===== src/sv/tapi_pkg.sv =====
// shared constants and register codes for the tensor axis permute index block
// no dependencies
package tapi_pkg;

  localparam int IDX_W        = 48;
  localparam int REG_AXES     = 4;
  localparam int DEF_MAX_AXES = 4;
  localparam int DEF_DIM_BITS = 12;
  localparam int APB_AW       = 5;
  localparam int APB_DW       = 32;
  localparam int AXCNT_W      = 3;
  localparam int ORDER_W      = 8;

  localparam logic [AXCNT_W-1:0] RST_AXIS_COUNT = 3'd4;
  localparam logic [ORDER_W-1:0] RST_AXIS_ORDER = 8'd228;

  typedef enum logic [2:0] {
    REG_AXIS_COUNT  = 3'd0,
    REG_AXIS_SIZE_0 = 3'd1,
    REG_AXIS_SIZE_1 = 3'd2,
    REG_AXIS_SIZE_2 = 3'd3,
    REG_AXIS_SIZE_3 = 3'd4,
    REG_AXIS_ORDER  = 3'd5
  } reg_idx_t;

endpackage


===== src/sv/tapi_front.sv =====
// front end: takes an index transfer, flags it and holds it for the back end
// depends on tapi_pkg
module tapi_front import tapi_pkg::*; #(
  parameter int DIM_BITS = DEF_DIM_BITS,
  localparam int CNT_W = REG_AXES * DIM_BITS
) (
  input  logic             clk,
  input  logic             rst_n,
  input  logic             start,
  input  logic             busy,
  input  logic [IDX_W-1:0] dest_index,
  input  logic [CNT_W-1:0] elem_count,
  input  logic             bad_order,
  output logic             q_valid,
  output logic [IDX_W-1:0] q_idx,
  output logic             q_oor,
  output logic             q_bad
);

  localparam int CMP_W = (CNT_W > IDX_W) ? CNT_W : IDX_W;

  logic             q_valid_r;
  logic [IDX_W-1:0] q_idx_r;
  logic             q_oor_r;
  logic             q_bad_r;
  logic             accept;

  assign accept = start && !busy;

  always_ff @(posedge clk) begin
    if (!rst_n) q_valid_r <= 1'b0;
    else        q_valid_r <= accept;
  end

  always_ff @(posedge clk) begin
    if (accept) begin
      q_idx_r <= dest_index;
      q_oor_r <= CMP_W'(dest_index) >= CMP_W'(elem_count);
      q_bad_r <= bad_order;
    end
  end

  assign q_valid = q_valid_r;
  assign q_idx   = q_idx_r;
  assign q_oor   = q_oor_r;
  assign q_bad   = q_bad_r;

endmodule


===== config.mk =====
export PLATFORM = sky130hd
export DESIGN_NAME = tapi_front
export DESIGN_NICKNAME = d
export VERILOG_FILES = /design/src/sv/tapi_pkg.sv /design/src/sv/tapi_front.sv
export SDC_FILE = /design/constraint.sdc
export NUM_CORES = 1
export LEC_CHECK = 0
export BUFFER_PORTS_ARGS = -buffer_cell sky130_fd_sc_hd__buf_2
export CAP_MARGIN = 25
export CORE_MARGIN = 5
export CORE_UTILIZATION = 48
export CTS_BUF_LIST = sky130_fd_sc_hd__clkbuf_8 sky130_fd_sc_hd__clkbuf_16
export CTS_CLUSTER_SIZE = 12
export DETAILED_ROUTE_END_ITERATION = 6
export GPL_ROUTABILITY_DRIVEN = 0
export MAX_ROUTING_LAYER = met4
export PLACE_DENSITY = 0.86
export SKIP_LAST_GASP = 1
export SLEW_MARGIN = 5
export SYNTH_ARGS = -nofsm -noshare
export SYNTH_HDL_FRONTEND = slang
export SYNTH_SLANG_ARGS = --single-unit
export TNS_END_PERCENT = 100

===== constraint.sdc =====
create_clock -name clk -period 4.35 [get_ports clk]
set_clock_uncertainty 0.1 [all_clocks]
set_input_delay 0.2175 -clock clk [delete_from_list [all_inputs] [get_ports clk]]
set_output_delay 0.2175 -clock clk [all_outputs]
set_load 0.005 [all_outputs]

==> metrics <==
Worst Hold Class=primary input to flip-flop; Critical Path RT=roughly 4.3 ns; Critical Path Sink Type=flip-flop; Vias=about 2300; relative slew slack=57.22%; Tmin final=roughly 2.3 ns; WL/cell=approximately 15 um; DRC violations left=0; first-pass GRT wire length=10500 um; Final HPWL DP=5691 um; Ant. Diodes=0; setup tns final=0 ns; TritonCTS clock tree=yes; CTS Buffer Depth=2; RSZ-0062 raised after global routing=no; die area=~7300 um2; synth top area cells=edfxtp_1 (55%), ha_1 (22%), inv_1 (6.7%); Max FO, Critical Path=2; Final Setup Violations=0; internal power=slightly below 900 uW; die width=85.63 um; largest net degree at the start of global routing=52; routed wire length=about 6800 um; Clock transition at path regs=0.09 ns; total of max-cap violations=0; asr flop ratio synth=0%; DRT Pass-1 Iters=4; status=complete, no violations; worst-margin pin slew=0.6417 ns; Die Ht=85.63 um; Post-synth EDFFs=50; FMAX=0.4375 GHz; switching share of total power=22.83%; synthesized area=approximately 2700 um2; Psw=~260 uW; # fillers=about 440; Reg power frac=52.0%; CTS Buf Count=5; Routed Antenna Nets=0; Area after DPL=between 3000 and 4000 um2; Tcrit/Tclk final=between 50% and 60%; Primary FF master, synth=edfxtp_1; max-slew violations=0; Synthesized Nets=367; htree depth=2; Yosys reg bits=51; combinational power share=between 10% and 20%; Mapped Avg Cell Area=about 13 um2; most frequent cell after synthesis=edfxtp_1; Critical Path AT=about 2.2 ns; nets=approximately 530; Boundary Pins=152; LEAKAGE=1.986 nW; Via density=4.926; YS warnings=0; sequential area share after synthesis=between 50% and 60%; Root Buffer=clkbuf_8; core region area=5540 um2; number of global-route vias before repair=about 2400; crit path kind=primary input to flip-flop; area delta synth->final=38.56%; gr ovfl total=0; share of cells above drive strength 1=a little over two fifths; final hold vios=0; PnR worst setup slack=2.065 ns; antenna violations before repair=0; post-cts resize count=0; Synth top cells by count=edfxtp_1 (50), inv_1 (49), ha_1 (48), a21oi_1 (17); Clock Power Share=between 20% and 30%; Place WS=~2.3 ns; Pwr per Cell Area=about 290 nW/um2; top cell type's share of synthesized area=54.69%; DRT iter0 DRCs=slightly below 70; Final Cell Area=about 3800 um2; Netlist cell types=28; cell count after synthesis=between 200 and 250; row cnt=27; initial core utilization=approximately half; CP startpoint kind=primary input; Total Power=roughly 1.1 mW; dominant cell type by area after synthesis=edfxtp_1; port bufs=roughly 150; GRT Total Usage=18.57%; Peak supply drop=approximately 0.20 mV; clock sinks=between 50 and 60
placed cells by master (no fill, tap or decap), types with 2 or more instances in the layout:
cell type	n
edfxtp_1	50
a21oi_1	17
o211a_1	2
nand3_1	6
inv_1	49
nor3_1	2
nand4_1	8
nand2_1	8
o21ai_0	6
and4_2	2
a21o_1	4
clkbuf_8	6
buf_2	151
dlygate4sd3_1	8
ha_1	48
sequential cells by signal, summed over array words and instances (netlist names):
name / cells
q_oor: 1
q_bad: 1
q_valid: 1
q_idx: 48
metrics by stage:
| stage | instances | utilization [%] | hold slack (ns) |
|---|---|---|---|
| 6_report | 458 | 68.65 | 0.01453 |
| 5_1_grt | 458 | 68.65 | 0.00001954 |
| 4_1_cts | 451 | 67.39 | 0.002066 |
| 3_5_place_dp | 442 | 65.09 | 0.3040 |
| 3_3_place_gp | 442 | 65.09 | 0.3006 |
| 2_1_floorplan | 218 | - | 0.2164 |
metal layers:
| layer | vias up | GRT usage (%) | routed length, um |
|---|---|---|---|
| met3 | 10 | 3.266 | 533 |
| li1 | 1132 | - | - |
| met5 | - | - | 0 |
| met4 | 0 | 5.036 | 117 |
| met2 | 103 | 34.11 | 3579 |
| met1 | 1011 | 20.63 | 2580 |
critical path: stages:
cell and delay (ns):
dlygate4sd3_1 0.52, buf_2 0.11, inv_1 0.04, ha_1 0.27
nand2b_4 0.13, a2111oi_0 0.44, o22ai_1 0.14, o311ai_1 0.25
nand3_1 0.10
logic make-up (layout without fill, tap and decap cells):
kind of cell | after synthesis | count (layout) | share of synthesized area (%)
DFF | 51 | 51 | 55.42
buffers and inverters | 49 | 217 | 6.700
adders and majority gates | 48 | 48 | 21.88
AOI/OAI and AO/OA | 38 | 38 | 8.843
and+or+nand+nor | 32 | 32 | 7.157
timing repair:
action,CTS,global route
hold buffers,1,7
endpoints found under the hold margin,1,7
buffers inserted,0,0
power by group through the flow:
stage          sequential [mW]  combinational [mW]  clock (mW)
2_1_floorplan            0.601              0.0841           0
3_3_place_gp             0.593               0.189           0
3_5_place_dp             0.594               0.199           0
4_1_cts                  0.583               0.201       0.341
5_1_grt                  0.586               0.231       0.364
6_report                 0.583               0.203       0.335
final timing paths:
kind / slack [ns] / start / to / depth (start not counted)
max: 2.06 / dest_index[0] / q_oor / 9
min: 0.01 / dest_index[13] / q_idx[13] / 1
cell type report:
| type | instances | area (um2) | share of cell area (%) |
|---|---|---|---|
| clock inverter | 2 | 35.03 | 0.9211 |
| clock buffer | 6 | 82.58 | 2.171 |
| sequential | 51 | 1521 | 40.00 |
| tap | 72 | 90.09 | 2.368 |
| timing repair buffer | 160 | 843.3 | 22.17 |
| inverter | 49 | 183.9 | 4.836 |
| multi-input combinational | 118 | 1047 | 27.53 |
(Power assumes the default switching activity.)
